`src/rtl/core/cpum_pkg.sv`:
```
// ----------------------------------------------------------------------------
// CPU utilization monitor package
// Shared constants and types for the utilization monitor and its channels.
// ----------------------------------------------------------------------------
package cpum_pkg;

	localparam int NUM_CORES = 2;
	localparam int CNT_W     = 32;
	localparam int PCT_W     = 7;
	localparam int QBITS     = 7;
	// Idle sum over all cores, one bit wider per doubling of the core count.
	localparam int SUM_W     = CNT_W + $clog2(NUM_CORES);
	// Dividend is the idle sum times one hundred.
	localparam int DIV_W     = SUM_W + QBITS;
	localparam int STEP_W    = $clog2(QBITS);
	localparam int IDX_W     = $clog2(NUM_CORES + 1);
	localparam int CORE_IW   = (NUM_CORES > 1) ? $clog2(NUM_CORES) : 1;

	localparam logic [PCT_W-1:0] PERCENT_FULL = PCT_W'(100);

	typedef logic [CNT_W-1:0] cnt_t;
	typedef logic [PCT_W-1:0] pct_t;

endpackage

```
`src/rtl/core/cpum_sample_if.sv`:
```
// ----------------------------------------------------------------------------
// Sample channel
// Carries one sample request: the wall counter and the idle counter per core.
// ----------------------------------------------------------------------------
interface cpum_sample_if
	import cpum_pkg::*;
();
	logic valid;
	logic ready;
	cnt_t wall_runtime;
	cnt_t idle_runtime_core0;
	cnt_t idle_runtime_core1;

	modport source (output valid, output wall_runtime, output idle_runtime_core0,
		output idle_runtime_core1, input ready);
	modport sink (input valid, input wall_runtime, input idle_runtime_core0,
		input idle_runtime_core1, output ready);
endinterface

```
`src/rtl/core/cpum_result_if.sv`:
```
// ----------------------------------------------------------------------------
// Result channel
// Carries one result request: the latest busy percentages and an update flag.
// ----------------------------------------------------------------------------
interface cpum_result_if
	import cpum_pkg::*;
();
	logic valid;
	logic ready;
	pct_t busy_percent_core0;
	pct_t busy_percent_core1;
	pct_t busy_percent_total;
	logic updated;

	modport source (output valid, output busy_percent_core0, output busy_percent_core1,
		output busy_percent_total, output updated, input ready);
	modport sink (input valid, input busy_percent_core0, input busy_percent_core1,
		input busy_percent_total, input updated, output ready);
endinterface

```
`src/rtl/core/cpu_utilization_percent_monitor.sv`:
```
// ----------------------------------------------------------------------------
// CPU utilization percent monitor
// Each sample request carries a free-running wall counter and the idle counter
// of every core. The block takes modulo-2^32 deltas against the previous
// sample, clamps each idle delta to the wall delta and reports per-core and
// total busy percentages (100 minus the truncated idle share). Nothing is
// recomputed when the stored wall counter is zero or the wall delta is zero;
// the last percentages are then returned with updated low. Every sample gives
// exactly one result. A recomputing sample passes through a clamp state and a
// sum state, then one restoring divider that retires one quotient bit per
// cycle is shared by the per-core and total divisions, seven steps each plus a
// load and a store, and a last state hands the result to the output register.
// A sample that recomputes nothing goes from the clamp state straight to that
// hand-over state. The sample port is not ready until the result is handed to
// the output register, so the block takes no new sample while one is in
// flight, and a result still waiting in the output register holds the
// block longer.
// ----------------------------------------------------------------------------
module cpu_utilization_percent_monitor
	import cpum_pkg::*;
(
	input  logic clk,
	input  logic arst_n,
	cpum_sample_if.sink   samples,
	cpum_result_if.source results
);

	typedef enum logic [2:0] {
		S_IDLE,
		S_PREP,
		S_SUM,
		S_LOAD,
		S_DIV,
		S_STORE,
		S_DONE
	} state_t;

	state_t              state_q;
	cnt_t                prev_wall_q;
	cnt_t                prev_idle_q [NUM_CORES];
	cnt_t                dlt_q [NUM_CORES];
	cnt_t                wd_q;
	logic                go_q;
	logic [SUM_W-1:0]    sum_q;
	logic [IDX_W-1:0]    idx_q;
	logic [DIV_W-1:0]    num_q;
	logic [DIV_W-1:0]    den_q;
	logic [STEP_W-1:0]   step_q;
	logic [QBITS-1:0]    quo_q;
	pct_t                core_busy_q [NUM_CORES];
	pct_t                total_busy_q;
	logic                res_vld_q;
	pct_t                res_core0_q;
	pct_t                res_core1_q;
	pct_t                res_total_q;
	logic                res_upd_q;

	cnt_t                idle_in [NUM_CORES];
	logic                is_total;
	logic [SUM_W-1:0]    div_src;
	logic [SUM_W-1:0]    div_den;
	logic [SUM_W-1:0]    sum_nxt;
	logic                ge;
	pct_t                pct;

	assign idle_in[0] = samples.idle_runtime_core0;
	assign idle_in[1] = samples.idle_runtime_core1;

	assign is_total = (idx_q == IDX_W'(NUM_CORES));
	assign div_src  = is_total ? sum_q : SUM_W'(dlt_q[idx_q[CORE_IW-1:0]]);
	// The total divides by the time available on all cores, a core by the wall delta.
	assign div_den  = is_total ? SUM_W'(wd_q) * SUM_W'(NUM_CORES) : SUM_W'(wd_q);
	assign ge       = (num_q >= den_q);
	assign pct      = PERCENT_FULL - quo_q;

	always_comb begin
		sum_nxt = '0;
		for (int c = 0; c < NUM_CORES; c++) begin
			sum_nxt = sum_nxt + SUM_W'(dlt_q[c]);
		end
	end

	assign samples.ready              = (state_q == S_IDLE);
	assign results.valid              = res_vld_q;
	assign results.busy_percent_core0 = res_core0_q;
	assign results.busy_percent_core1 = res_core1_q;
	assign results.busy_percent_total = res_total_q;
	assign results.updated            = res_upd_q;

	always_ff @(posedge clk or negedge arst_n) begin
		if (!arst_n) begin
			state_q      <= S_IDLE;
			prev_wall_q  <= '0;
			for (int c = 0; c < NUM_CORES; c++) begin
				prev_idle_q[c] <= '0;
				core_busy_q[c] <= '0;
				dlt_q[c]       <= '0;
			end
			total_busy_q <= '0;
			wd_q         <= '0;
			go_q         <= 1'b0;
			sum_q        <= '0;
			idx_q        <= '0;
			num_q        <= '0;
			den_q        <= '0;
			step_q       <= '0;
			quo_q        <= '0;
			res_vld_q    <= 1'b0;
			res_core0_q  <= '0;
			res_core1_q  <= '0;
			res_total_q  <= '0;
			res_upd_q    <= 1'b0;
		end else begin
			if (results.ready && (state_q != S_DONE)) begin
				res_vld_q <= 1'b0;
			end
			case (state_q)
				S_IDLE: begin
					if (samples.valid) begin
						wd_q <= samples.wall_runtime - prev_wall_q;
						go_q <= (prev_wall_q != '0) &&
							(samples.wall_runtime != prev_wall_q);
						for (int c = 0; c < NUM_CORES; c++) begin
							dlt_q[c]       <= idle_in[c] - prev_idle_q[c];
							prev_idle_q[c] <= idle_in[c];
						end
						prev_wall_q <= samples.wall_runtime;
						state_q     <= S_PREP;
					end
				end
				S_PREP: begin
					if (go_q) begin
						for (int c = 0; c < NUM_CORES; c++) begin
							if (dlt_q[c] > wd_q) begin
								dlt_q[c] <= wd_q;
							end
						end
						state_q <= S_SUM;
					end else begin
						state_q <= S_DONE;
					end
				end
				S_SUM: begin
					// Clamped deltas never exceed the wall delta, so the sum stays
					// within the available time of all cores.
					sum_q   <= sum_nxt;
					idx_q   <= '0;
					state_q <= S_LOAD;
				end
				S_LOAD: begin
					num_q   <= DIV_W'(div_src) * DIV_W'(PERCENT_FULL);
					den_q   <= DIV_W'(div_den) << (QBITS - 1);
					step_q  <= STEP_W'(QBITS - 1);
					quo_q   <= '0;
					state_q <= S_DIV;
				end
				S_DIV: begin
					if (ge) begin
						num_q <= num_q - den_q;
					end
					quo_q  <= {quo_q[QBITS-2:0], ge};
					den_q  <= den_q >> 1;
					step_q <= step_q - STEP_W'(1);
					if (step_q == '0) begin
						state_q <= S_STORE;
					end
				end
				S_STORE: begin
					if (is_total) begin
						total_busy_q <= pct;
						state_q      <= S_DONE;
					end else begin
						core_busy_q[idx_q[CORE_IW-1:0]] <= pct;
						idx_q   <= idx_q + IDX_W'(1);
						state_q <= S_LOAD;
					end
				end
				S_DONE: begin
					if (!res_vld_q || results.ready) begin
						res_vld_q   <= 1'b1;
						res_core0_q <= core_busy_q[0];
						res_core1_q <= core_busy_q[1];
						res_total_q <= total_busy_q;
						res_upd_q   <= go_q;
						state_q     <= S_IDLE;
					end
				end
				default: begin
					state_q <= S_IDLE;
				end
			endcase
		end
	end

endmodule

```
`src/flat_wrapper.sv`:
```
// flat-port wrapper written by rule: the top's interface ports become plain ports
module cpu_utilization_percent_monitor_flat import cpum_pkg::*;
  (clk, arst_n, samples_valid, samples_wall_runtime, samples_idle_runtime_core0, samples_idle_runtime_core1, samples_ready, results_valid, results_busy_percent_core0, results_busy_percent_core1, results_busy_percent_total, results_updated, results_ready);
  cpum_sample_if samples_i ();
  cpum_result_if results_i ();
  input  logic clk;
  input  logic arst_n;
  input wire logic [$bits(samples_i.valid)-1:0] samples_valid;
  input wire logic [$bits(samples_i.wall_runtime)-1:0] samples_wall_runtime;
  input wire logic [$bits(samples_i.idle_runtime_core0)-1:0] samples_idle_runtime_core0;
  input wire logic [$bits(samples_i.idle_runtime_core1)-1:0] samples_idle_runtime_core1;
  output wire logic [$bits(samples_i.ready)-1:0] samples_ready;
  output wire logic [$bits(results_i.valid)-1:0] results_valid;
  output wire logic [$bits(results_i.busy_percent_core0)-1:0] results_busy_percent_core0;
  output wire logic [$bits(results_i.busy_percent_core1)-1:0] results_busy_percent_core1;
  output wire logic [$bits(results_i.busy_percent_total)-1:0] results_busy_percent_total;
  output wire logic [$bits(results_i.updated)-1:0] results_updated;
  input wire logic [$bits(results_i.ready)-1:0] results_ready;
  assign samples_i.valid = samples_valid;
  assign samples_i.wall_runtime = samples_wall_runtime;
  assign samples_i.idle_runtime_core0 = samples_idle_runtime_core0;
  assign samples_i.idle_runtime_core1 = samples_idle_runtime_core1;
  assign samples_ready = samples_i.ready;
  assign results_valid = results_i.valid;
  assign results_busy_percent_core0 = results_i.busy_percent_core0;
  assign results_busy_percent_core1 = results_i.busy_percent_core1;
  assign results_busy_percent_total = results_i.busy_percent_total;
  assign results_updated = results_i.updated;
  assign results_i.ready = results_ready;
  cpu_utilization_percent_monitor u_core (.clk(clk), .arst_n(arst_n), .samples(samples_i), .results(results_i));
endmodule
```
`config.mk`:
```
export PLATFORM = sky130hd
export DESIGN_NAME = cpu_utilization_percent_monitor_flat
export DESIGN_NICKNAME = d
export VERILOG_FILES = /design/src/rtl/core/cpum_pkg.sv /design/src/rtl/core/cpum_sample_if.sv /design/src/rtl/core/cpum_result_if.sv /design/src/rtl/core/cpu_utilization_percent_monitor.sv /design/src/flat_wrapper.sv
export SDC_FILE = /design/constraint.sdc
export NUM_CORES = 1
export LEC_CHECK = 0
export BUFFER_PORTS_ARGS = -buffer_cell sky130_fd_sc_hd__buf_2
export CORE_ASPECT_RATIO = 0.9
export CORE_MARGIN = 1
export CORE_UTILIZATION = 35
export CTS_CLUSTER_DIAMETER = 100
export DETAILED_ROUTE_END_ITERATION = 12
export SLEW_MARGIN = 20
export SYNTH_ARGS = -nofsm -noshare
export SYNTH_HDL_FRONTEND = slang
export SYNTH_SLANG_ARGS = --single-unit
```
`constraint.sdc`:
```
create_clock -name clk -period 8.9 [get_ports clk]
set_clock_uncertainty 0.1 [all_clocks]
set_input_delay 1.335 -clock clk [delete_from_list [all_inputs] [get_ports clk]]
set_output_delay 1.335 -clock clk [all_outputs]
set_load 0.005 [all_outputs]
```
# After elaboration in Yosys (flattened, before gate mapping)
# Index checks and enable logic that the tools add are counted.
dict set report totals {
  n_memories 0
  rom_bits 0
  out_inout_bits 24
  in_bits 100
  register_bits 365
  latchBits 0
  ram_bits 0
}
dict set report op_classes {
  n_lt_le_gt_ge 5
  reduce_logical 20
  bitwise_logic 2
  shifts 0
  mul 1
  div 0
  n_addsub 8
  mux 29
  eq_ne 17
}
# op n
set ops {}
lappend ops {{$mux 32} 5}
lappend ops {{$pmux 40 s2} 2}
lappend ops {{$mux 64} 2}
lappend ops {{$pmux 64 s2} 1}
lappend ops {{$sub 32x32->32} 3}
lappend ops {{$mux 33} 2}
lappend ops {{$gt 32x32->1} 2}
lappend ops {{$ge 40x40->1} 1}
lappend ops {{$mux 40} 1}
lappend ops {{$sub 40x40->40} 1}
lappend ops {{$mul 33x5->38 const B} 1}
lappend ops {{$add 32x32->33} 1}
lappend ops {{$ne 32x32->1} 1}
lappend ops {{$reduce_bool 32->1} 1}
lappend ops {{$pmux 3 s7} 1}
lappend ops {{$mux 3} 5}
lappend ops {{$bwmux 14} 1}
lappend ops {{$pmux 7 s2} 1}
lappend ops {{$ne 2x1->1 const B} 6}
lappend ops {{$reduce_and 2->1} 6}
lappend ops {{$eq 3x3->1 const B} 3}
lappend ops {{$reduce_and 4->1} 2}
lappend ops {{$demux 7 s1} 1}
lappend ops {{$mux 7} 1}
lappend ops {{22 further kinds} 31}

# Depth between registers and ports, before layout
dict set report depth {
  ltp_word 7
  mapped_depth 28
  depth_no_buf 23
}

# Worst setup path before layout
# Ideal clock, no wire load.
dict set report synth_path {
  kind {flip-flop to flip-flop}
  start {register u_core.idx_q[0]}
  end {register u_core.num_q[39]}
  arrival_ns 6.206
  slack_ns 2.468
  stages_incl_launch_ff 26
  path_buffers 5
  synth_period_minus_slack_ns 6.432
  t_required_ns 8.674
  setup_time_ns 0.126
  cell_sequence {dfrtp_1 clkbuf_1 buf_1 inv_1 ha_1 clkbuf_1 buf_1 clkbuf_1 o21ai_0 ha_1 ha_1 inv_1 fa_1 inv_1 ha_1 nand4_1 or3_1 o211ai_1 o31ai_1 a2111oi_1 o22ai_2 o21ai_1 a221o_1 a21oi_1 xnor2_1 a221o_1}
}
dict set report synth_between {
  elab_chain_cells 7
  elab_cells_between_ends 8
}
# item line
set synth_lines {}
lappend synth_lines {{from (decl)} cpu_utilization_percent_monitor.sv:45} ;# logic [IDX_W-1:0] idx_q;
lappend synth_lines {{from (signal assigned)} cpu_utilization_percent_monitor.sv:174} ;# idx_q <= idx_q + IDX_W'(1);
lappend synth_lines {{$not 1->2 (implied by the code)} cpu_utilization_percent_monitor.sv:70} ;# assign div_src = is_total ? sum_q : SUM_W'(dlt_q[idx_q[CORE_IW-1:0]]);
lappend synth_lines {{$mux 32 (implied by the code) (3 in series)} cpu_utilization_percent_monitor.sv:70}
lappend synth_lines {{$mux 33 (*)} cpu_utilization_percent_monitor.sv:70}
lappend synth_lines {{$mul 33x5->38 (*)} cpu_utilization_percent_monitor.sv:151} ;# num_q <= DIV_W'(div_src) * DIV_W'(PERCENT_FULL);
lappend synth_lines {{$pmux 40 s2 (*)} cpu_utilization_percent_monitor.sv:117} ;# case (state_q)
lappend synth_lines {{to (signal assigned)} cpu_utilization_percent_monitor.sv:151}
lappend synth_lines {{to (signal assigned)} cpu_utilization_percent_monitor.sv:159} ;# num_q <= num_q - den_q;
lappend synth_lines {{to (decl)} cpu_utilization_percent_monitor.sv:46} ;# logic [DIV_W-1:0] num_q;
# Every way passes the cells marked *; elsewhere a longest branch is shown, timed or not. The select of a mux whose other input is x is not followed.
# A chain may end at the register's enable or synchronous reset.

# Worst setup path in the final report
# Same ends and word-level chain as after synthesis.

==> metrics.txt <==
Starting Density 35.36%; reg2reg start u_core.idx_q[0]$_DFFE_PN0P_; Seq/Total Area, Yosys 31.80%; hold_sp u_core.den_q[14]$_DFFE_PN0P_; RePlAce Congestion 0.8754; Final Cycle Share 68.40%; Via Count 23581; syn nets 3825; GRT overflow 0; Core Footprint 81010 sq um; Synth area leader dfrtp_1; ANT cells 0; FF-to-FF setup slack 2.81 ns; fillers 8343; io pins 124; hold path depth 2; Yosys warning total 0; drt first pass iters 5; Clock transition at path regs 0.06 ns; synthesized instance count 3357; Worst EP arrival 6.47 ns; Clock Path Buffers 3; Residual DRC 0; largest net degree at the start of global routing 152; Routed WL 79150 um; hold_buf cts 0; Initial DRC Count 1518; Post-synth EDFFs 0; Post-synth ARST share 100.0%; DIE HEIGHT 273.4 um; area growth from synthesis to layout 11.92%; Setup Fix Bufs, Post-CTS 0; first-pass GRT wire length 126100 um; All-Layer GR Usage 19.15%; most frequent cell after synthesis nand2_1; Worst Reg-to-Reg Cells 20; Final min period 6.087 ns; Crit. End Element flip-flop; setup TNS 0 ns; Die ar. 83000 sq um; max-slew violation count 0; Primary FF master, synth dfrtp_1; CTS root buffer clkbuf_16; cell mode on critical path ha_1; Num CTS Buffers 46; status finished clean; share of the synthesized area in the top cell type 31.80%; Slew @ Worst Pin 1.063 ns; Hold EP u_core.den_q[13]$_DFFE_PN0P_; Slowest-stage cell, CP a2111oi_1; NumNets Final 3891; final hold vios 0; post-CTS sizing 0; largest cells by area after synthesis dfrtp_1, ha_1, nand2_1; Worst slew margin 29.13%; reg2reg end u_core.num_q[39]$_DFFE_PN0P_; detailed placement HPWL 60280 um; RSZ-0062 raised after global routing false; CP Launch Type flip-flop; CTS tree built; antenna viol nets, final 0; slowest cell delay on critical path 0.54 ns; Via density 5.221; CTS sink cnt 364; layout cell share with drive strength beyond 1 8.967%; fmax 164.3 MHz; Die Width 303.6 um; DR WL/cell 17.52 um; WP data required 9.28 ns; Clock Latency Late Sink 0.62 ns; initial antenna violation count 4; # Max-Cap Violations 0; HP Class flip-flop to flip-flop; Synth Register Bits 364; row count 99; Yosys cell types 77; worst path bufs/invs 3; syn avg cell area 8.533 sq um; vias in the first global route 22827; crit path max fanout 36; Mapped Area 28650 sq um; Crit path max-delay family compound AO/OA/AOI/OAI gates; critical path class flip-flop to flip-flop; critical path, cell by cell buf_4 > mux2i_1 > o21ai_0 > ha_1 > ha_1 > inv_1 > fa_1 > inv_1 > ha_1 > nand4_1 > or3_1 > o211ai_1 > o31ai_1 > a2111oi_1 > o22ai_2 > o21ai_1 > a221o_1 > a21oi_1 > xnor2_1 > a221o_1; H-tree levels 2; Synth top cells by count nand2_1, dfrtp_1, inv_1, ha_1, o21ai_0; IO buf count 123; final setup vio count 0
-- worst max path at each step --
stage	start	end	cells past startpoint
floorplan	u_core.idx_q[0]$_DFFE_PN0P_	u_core.num_q[39]$_DFFE_PN0P_	25
CTS	u_core.idx_q[0]$_DFFE_PN0P_	u_core.num_q[39]$_DFFE_PN0P_	20
finish	u_core.idx_q[0]$_DFFE_PN0P_	u_core.num_q[39]$_DFFE_PN0P_	20
detailed placement	u_core.idx_q[0]$_DFFE_PN0P_	u_core.num_q[39]$_DFFE_PN0P_	20
global route	u_core.idx_q[0]$_DFFE_PN0P_	u_core.num_q[39]$_DFFE_PN0P_	20
global placement	u_core.idx_q[0]$_DFFE_PN0P_	u_core.num_q[39]$_DFFE_PN0P_	20
-- through the flow --
step	instance area, sq um	setup WS [ns]	hold slack (ns)	std cells	utilization, %
after floorplan	28650	2.468	0.3444	3357	-
final	32060	2.813	0.3700	4517	39.58
after detailed placement	30350	2.799	0.3672	4435	37.47
after global routing	32060	2.436	0.3968	4517	39.58
after global placement	30350	2.912	0.3601	4435	37.47
after CTS	32060	2.767	0.3699	4517	39.58
-- cells in the final DEF (no fill, tap or decap), types with 32 or more instances in the layout --
cell / synthesis / layout
nand2b_1: 41 / 41
mux2_2: 58 / 58
nand4_1: 37 / 37
a21o_1: 130 / 130
nor2_1: 160 / 159
nor2b_1: 47 / 47
clkbuf_16: 0 / 47
ha_1: 335 / 334
nand2_1: 430 / 429
nand3_1: 32 / 32
a21oi_1: 213 / 212
inv_1: 348 / 348
a31oi_1: 50 / 50
fa_1: 33 / 33
xor2_1: 73 / 73
o221ai_1: 40 / 40
buf_2: 2 / 122
mux2i_1: 68 / 68
o21ai_0: 311 / 311
xnor2_1: 101 / 101
nor3_1: 35 / 35
dfrtp_1: 364 / 363
o21a_1: 56 / 56
-- state kept, by name, summed over array words and instances, names as in the netlist, 3 cells and up --
| signal | cells |
|---|---|
| u_core.sum_q | 33 |
| u_core.num_q | 40 |
| u_core.step_q | 3 |
| u_core.total_busy_q | 7 |
| u_core.results.busy_percent_total | 7 |
| u_core.wd_q | 32 |
| u_core.dlt_q | 64 |
| u_core.prev_idle_q | 64 |
| u_core.state_q | 3 |
| u_core.quo_q | 7 |
| u_core.den_q | 39 |
| u_core.prev_wall_q | 32 |
| u_core.results.busy_percent_core1 | 7 |
| u_core.results.busy_percent_core0 | 7 |
| u_core.core_busy_q | 14 |
-- area by class of cell --
class                           count  area (sq um)  area share (%)
Clock buffer                       59          1321           4.121
Timing Repair Buffer              144         795.8           2.482
Inverter                          348          1306           4.074
Tap cell                         1060          1326           4.137
Multi-Input combinational cell   2519         17810           55.57
Clock inverter                     23         386.6           1.206
Sequential cell                   364          9110           28.41
-- worst reg2reg max path, delay by kind of cell, from the launching register on --
kind	cells	cell delay, ns
fa+ha+maj	4	1.48
xor+xnor	1	0.13
flops	1	0.35
mux	1	0.18
buf+inv	3	0.57
simple gates	2	0.55
compound gates	9	2.63
-- cells by family (layout without fill, tap and decap cells) --
kind of cell    after synthesis  after routing  synth area share (%)
fa+ha+maj                   368            368                 16.94
simple gates                877            877                 13.86
xor+xnor                    174            174                 5.320
compound gates              974            974                 21.21
buf+inv                     474            574                 6.220
mux                         126            126                 4.656
flops                       364            364                 31.80
-- layer usage --
| metal | vias to the layer above | part of all wire [%] | global-route usage (%) |
|---|---|---|---|
| met5 | - | 0.028 | 0 |
| met4 | 4 | 2.6 | 5.658 |
| met2 | 479 | 42 | 28.83 |
| li1 | 11879 | - | - |
| met3 | 96 | 5.7 | 3.349 |
| met1 | 11123 | 49 | 27.75 |
Power is left out: the tool's default activity adds up to more than one toggle a clock period on the data nets, which glitch-free logic cannot reach.
